**config.mk**
```make
export PLATFORM = sky130hd
export DESIGN_NAME = dcpr_div
export DESIGN_NICKNAME = d
export VERILOG_FILES = /design/src/dcpr_div.sv
export SDC_FILE = /design/constraint.sdc
export NUM_CORES = 2
export LEC_CHECK = 0
export BUFFER_PORTS_ARGS = -buffer_cell sky130_fd_sc_hd__buf_4
export CAP_MARGIN = 5
export CORE_MARGIN = 4
export CORE_UTILIZATION = 25
export CTS_BUF_LIST = sky130_fd_sc_hd__clkbuf_16
export DETAILED_ROUTE_END_ITERATION = 8
export GPL_ROUTABILITY_DRIVEN = 0
export PLACE_DENSITY = 0.38
export SYNTH_ARGS = -nofsm -noshare
export SYNTH_HDL_FRONTEND = slang
export SYNTH_SLANG_ARGS = --single-unit
```
**constraint.sdc**
```tcl
create_clock -name clk -period 2.8 [get_ports clk]
set_input_delay 0.28 -clock clk [delete_from_list [all_inputs] [get_ports clk]]
set_output_delay 0.28 -clock clk [all_outputs]
set_load 0.05 [all_outputs]
```
**src/dcpr_div.sv**
```systemverilog
// Pipelined restoring divider, one quotient bit per stage, with a sideband.
// Flags an overflow when the quotient does not fit in Q_W bits.
// Depends on no package; instantiated by the reprojection top level.
`default_nettype none

module dcpr_div #(
    parameter int NUM_W  = 44,
    parameter int DEN_W  = 20,
    parameter int Q_W    = 36,
    parameter int SIDE_W = 1
) (
    input  logic              clk,
    input  logic              rst_n,
    input  logic              en,
    input  logic              in_valid,
    input  logic [NUM_W-1:0]  num,
    input  logic [DEN_W-1:0]  den,
    input  logic [SIDE_W-1:0] side_in,
    output logic              out_valid,
    output logic [Q_W-1:0]    quo,
    output logic              ovf,
    output logic [SIDE_W-1:0] side_out
);

    logic [Q_W:0]        vld_reg;
    logic [DEN_W-1:0]    rem_reg  [Q_W];
    logic [DEN_W-1:0]    den_reg  [Q_W];
    logic [Q_W-1:0]      lo_reg   [Q_W+1];
    logic                ovf_reg  [Q_W+1];
    logic [SIDE_W-1:0]   side_reg [Q_W+1];

    always_ff @(posedge clk or negedge rst_n)
    begin
        if (!rst_n)
        begin
            vld_reg <= '0;
        end
        else if (en)
        begin
            vld_reg <= {vld_reg[Q_W-1:0], in_valid};
        end
    end

    // The high numerator bits start as the partial remainder; if they already
    // reach the divisor the quotient cannot fit.
    always_ff @(posedge clk)
    begin
        if (en)
        begin
            rem_reg[0]  <= DEN_W'(num[NUM_W-1:Q_W]);
            den_reg[0]  <= den;
            lo_reg[0]   <= num[Q_W-1:0];
            ovf_reg[0]  <= (DEN_W'(num[NUM_W-1:Q_W]) >= den);
            side_reg[0] <= side_in;
        end
    end

    for (genvar k = 0; k < Q_W; k++)
    begin : g_step
        logic [DEN_W:0] trial;
        logic [DEN_W:0] diff;
        logic           ge;

        always_comb
        begin
            trial = {rem_reg[k], lo_reg[k][Q_W-1]};
            diff  = trial - {1'b0, den_reg[k]};
            ge    = (trial >= {1'b0, den_reg[k]});
        end

        always_ff @(posedge clk)
        begin
            if (en)
            begin
                lo_reg[k+1]   <= {lo_reg[k][Q_W-2:0], ge};
                ovf_reg[k+1]  <= ovf_reg[k];
                side_reg[k+1] <= side_reg[k];
            end
        end

        if (k < Q_W - 1)
        begin : g_carry
            always_ff @(posedge clk)
            begin
                if (en)
                begin
                    rem_reg[k+1] <= ge ? diff[DEN_W-1:0] : trial[DEN_W-1:0];
                    den_reg[k+1] <= den_reg[k];
                end
            end
        end
    end

    assign out_valid = vld_reg[Q_W];
    assign quo       = lo_reg[Q_W];
    assign ovf       = ovf_reg[Q_W];
    assign side_out  = side_reg[Q_W];

endmodule

`default_nettype wire

```
# After elaboration in Yosys (flattened, before gate mapping)
# Memories as Yosys holds them, arrays and structs flattened.
# Cells that the tools add are included.
# totals
register_bits,37
ramBits,2846
out_inout_bits,39
wordCells,115
n_memories,5
inputBits,69
# classes
muxes,37
magnitude_cmp,37
add_sub_neg,35
# memory_table
memory,depth,width,read_ports,rd_ports_with_merged_regs,write_ports,line_no,rtl
lo_reg,37,36,37,0,37,28,logic [Q_W-1:0] lo_reg [Q_W+1];
den_reg,36,20,36,0,36,27,logic [DEN_W-1:0] den_reg [Q_W];
rem_reg,36,20,36,0,36,26,logic [DEN_W-1:0] rem_reg [Q_W];
ovf_reg,37,1,37,0,37,29,logic ovf_reg [Q_W+1];
side_reg,37,1,37,0,37,30,logic [SIDE_W-1:0] side_reg [Q_W+1];
# ops
operator,n
$ge A21 B20 Y1,36
$mux W20,35
$sub A20 B20 Y20,35
$ge A8 B20 Y1,1
$mux W1,2

# Logic depth before layout (Yosys ltp)
# depth
ltp_word,2
depth_mapped,13
ltp_nobuf,12

# Worst setup path after synthesis
# Ideal clock, no wire load.
# synth_timing
path_kind,flip-flop to flip-flop
from,"memory rem_reg[28][5], in the netlist rem_reg[7][5]"
to,"memory rem_reg[29][2], in the netlist rem_reg[7][22], data pin"
t_arrival_ns,2.731
setup_slack_ns,-0.192
setup_time_ns,0.260
n_path_buf,1
period_less_slack_ns,2.992
t_required_ns,2.540
stages_incl_launch_ff,11
cell_sequence,edfxtp_1 ha_1 a21oi_2 nand2b_1 o31ai_2 nand2_2 o41ai_4 o41ai_2 a2111oi_4 buf_6 mux2_4
# synth_rtl
item,line_no
from (decl),26

==> results.json <==
{
  "setup_ws_ps": -370,
  "dp_hpwl_um": 214000,
  "syn_inst": 9382,
  "io_pins": 108,
  "grt_use_total": 0.113,
  "overflow": 0,
  "crit_path_top_delay_cell": "edfxtp_1",
  "ir_drop_uv": 605,
  "cts.sinks": 2871,
  "swShare": 0.324,
  "synth_xor_area_frac": 0.0328,
  "cts_tree": "done",
  "synth_top_family_by_area": "compound AO/OA/AOI/OAI gates",
  "antenna_found_initial": 8,
  "clock.fmax_mhz": 315,
  "post-place-ws_ps": -726,
  "core_sq_mm": 0.522,
  "yosys_warnings": 0,
  "critPathMaxStageDelay_ps": 400,
  "die_x_um": 732,
  "cpLargestDelayFamily": "compound AO/OA/AOI/OAI gates",
  "switching_power_mw": 63.9,
  "dieArea_sq_mm": 0.536,
  "clkPwrFrac": 0.235,
  "finalPower_mw": 197,
  "p_comb_frac": 0.443,
  "yosysSeqAreaShare": 0.656,
  "muxShareOfSynthArea": 0.0474,
  "dieHeight_um": 732,
  "drive_gt1_frac": 0.346,
  "synth-compound-area-share": 0.0927,
  "rsz0062_at_grt": "yes",
  "hold_path_class": "input pin to register",
  "clkLatencyLatePin_ps": 960,
  "critical_path_required_ps": 3480,
  "arrival_ps": 3850,
  "path_clk_slew_ps": 60,
  "synthAdderAreaFrac": 0.0737,
  "first_iter_violations": 4220,
  "rows": 265,
  "fin_crit_sh": 1.13,
  "synth-main-ff-cell": "edfxtp_1",
  "wirelength_um": 318000,
  "netlist_area_sq_mm": 0.131,
  "largest_reg_flops": 1332,
  "start_kind": "register",
  "status": "complete, but fails checks",
  "p_per_area_mw_per_mm2": 1100,
  "dr.pass1.iters": 7,
  "fillers": 50600,
  "nets": 12900,
  "crit_type": "register to register",
  "violations": "negative setup slack",
  "hold_viol_final": 0,
  "drv_cap": 0,
  "maxSlewHeadroom": 0.501,
  "syn-num-nets": 10200,
  "worst-path-buf-inv": 4,
  "power.internal_mw": 133,
  "cp_max_fo": 4,
  "crit_top_cell": "o41ai_4",
  "setup_viol": 294,
  "cts_buffers": 359,
  "route.detailed.drc": 0,
  "end_kind": "register",
  "synth_seq_cells": 2871,
  "vias": 83000,
  "grt_max_degree": 98,
  "clockBufferDepth": 4,
  "area_delta_synth_final_pct": 36.6,
  "cts-root-buf": "clkbuf_16",
  "layout_min_cycle_time_ps": 3170,
  "start_util": 0.251,
  "seqPwrFrac": 0.323,
  "viasPerCell": 4.31,
  "slew_violations": 0,
  "crit_chain": "inv_2 > ha_4 > a21oi_2 > nor2b_2 > o31ai_4 > nand2_2 > o41ai_4 > o41ai_4 > a2111oi_4 > buf_4 > buf_6 > buf_8 > mux2_4",
  "synth_edf_count": 2834,
  "skew_ps": 73.6,
  "grt_pass1_wl_um": 488000,
  "port_buffers": 107,
  "avgSynthCellArea_sq_um": 14.0,
  "synthSimpleGateAreaFrac": 0.0648,
  "cts_max_level": 5,
  "async_flop_share": 0.0129,
  "wl_per_cell_um": 16.5,
  "power_leakage_nw": 71.3,
  "ant_nets": 0,
  "tightest_slew_ps": 745,
  "synth.distinct_cells": 96,
  "grt_pass1_vias": 86000
}
==> power by group through the flow <==
stage | clock, mW | sequential, mW | combinational, mW
after global routing | 50.2 | 64.3 | 95.0
after CTS | 48.6 | 63.6 | 80.5
after detailed placement | 0 | 64.2 | 68.5
after floorplan | 0 | 61.5 | 44.0
after global placement | 0 | 64.2 | 67.8
final | 46.2 | 63.5 | 87.2
==> per-stage QoR <==
step	hold WS [ps]	instance area [sq um]	utilization	setup TNS, ps	cells
floorplan	-15.6	131000	-	-1320	9382
global placement	263	154000	0.295	-151110	18000
detailed placement	287	154000	0.295	-162230	18000
CTS	18.8	174000	0.334	-44700	19100
global route	79.1	179000	0.343	-69740	19300
finish	153	179000	0.343	-33650	19300
==> cells in the final DEF, fill, tap and decap left out, drive strengths merged, types with 28 or more instances in the layout <==
cell	Yosys	routed
clkbuf	60	370
o21bai	35	35
o2111ai	29	29
edfxtp	2834	2834
xnor2	299	299
mux2	485	485
nor3	165	165
o21a	119	119
nor2b	140	140
a21boi	41	41
o21ai	420	421
xor2	192	192
o31a	36	36
o31ai	51	52
nand4	81	81
nor2	508	508
a211o	28	28
clkinv	0	161
a21o	194	194
fa	35	35
a211oi	63	63
a31oi	34	34
nor4	33	33
and3	30	30
nand2	407	407
nand2b	69	69
buf	104	2301
o211ai	66	66
ha	717	717
inv	915	988
a21oi	568	568
bufinv	0	40
dfrtp	37	37
or3	45	45
dlygate4sd3	0	134
nand3	141	141
or2	37	37
mux2i	67	67
==> cells by family (layout without fill, tap and decap cells) <==
kind of cell / after synthesis / in the layout
adder cells (fa/ha/maj): 752 / 752
buffers and inverters: 1079 / 4011
AO/OA/AOI/OAI: 1879 / 1885
flip-flops: 2871 / 2871
XOR/XNOR: 491 / 491
other: 0 / 1
multiplexers: 552 / 552
AND/OR/NAND/NOR: 1758 / 1758
==> worst reg2reg max path: stages (launching register included) <==
cell and delay [ps]:
edfxtp_1 400, inv_2 90, ha_4 210, a21oi_2 140, nor2b_2 70, o31ai_4 320, nand2_2 120, o41ai_4 300
o41ai_4 190, a2111oi_4 350, buf_4 200, buf_6 110, buf_8 130, mux2_4 300
==> per-layer routing <==
metal  vias up  wire [um]  GRT usage
met3       570      11000     0.0160
met1     40700     143000      0.146
met5         -         13          0
met2      1263     154000      0.193
li1      40500          -          -
met4         2       9840     0.0356
==> area by class of cell <==
| type | instances | area [sq um] | area share |
|---|---|---|---|
| Antenna cell | 1 | 2.50 | 0.0000140 |
| Multi-Input combinational cell | 5438 | 48200 | 0.269 |
| Inverter | 915 | 3450 | 0.0192 |
| Clock buffer | 360 | 9010 | 0.0503 |
| Timing Repair Buffer | 2445 | 21000 | 0.117 |
| Sequential cell | 2871 | 86000 | 0.480 |
| Clock inverter | 291 | 2820 | 0.0157 |
| Tap cell | 6942 | 8690 | 0.0485 |
==> path summary, 6_finish.rpt <==
check	start	endpoint	slack (ps)	cells past startpoint
setup / recovery	den_reg[14][3]$_DFFE_PP_	rem_reg[7][38]$_DFFE_PP_	-370	13
hold / removal	in_valid	vld_reg[0]$_DFFE_PN0P_	150	3
hold reg to reg	lo_reg[2][76]$_DFFE_PP_	lo_reg[2][113]$_DFFE_PP_	370	0
min in group asynchronous	rst_n	vld_reg[11]$_DFFE_PN0P_	380	4
setup reg to reg	den_reg[14][3]$_DFFE_PP_	rem_reg[7][38]$_DFFE_PP_	-370	13
max in group asynchronous	rst_n	vld_reg[31]$_DFFE_PN0P_	2200	4
==> synthesized netlist by cell type (all sizes together), types with 104 or more instances <==
library cell / number / area, sq um
edfxtp: 2834 / 85100
inv: 915 / 3430
ha: 717 / 8970
a21oi: 568 / 2850
nor2: 508 / 1910
mux2: 485 / 5550
o21ai: 420 / 2120
nand2: 407 / 1530
xnor2: 299 / 2620
a21o: 194 / 1460
xor2: 192 / 1680
nor3: 165 / 831
nand3: 141 / 706
nor2b: 140 / 878
o21a: 119 / 893
buf: 104 / 636
==> what timing repair did <==
item                                    4_1_cts  5_1_grt
hold buffers                                135        0
gates cloned                                 33       14
pin swaps                                   312      407
setup buffers                               300      231
hold endpoints to repair                    143        0
gates resized for setup                     975      787
endpoints found under the setup margin      676      683
(Power assumes the default switching activity.)
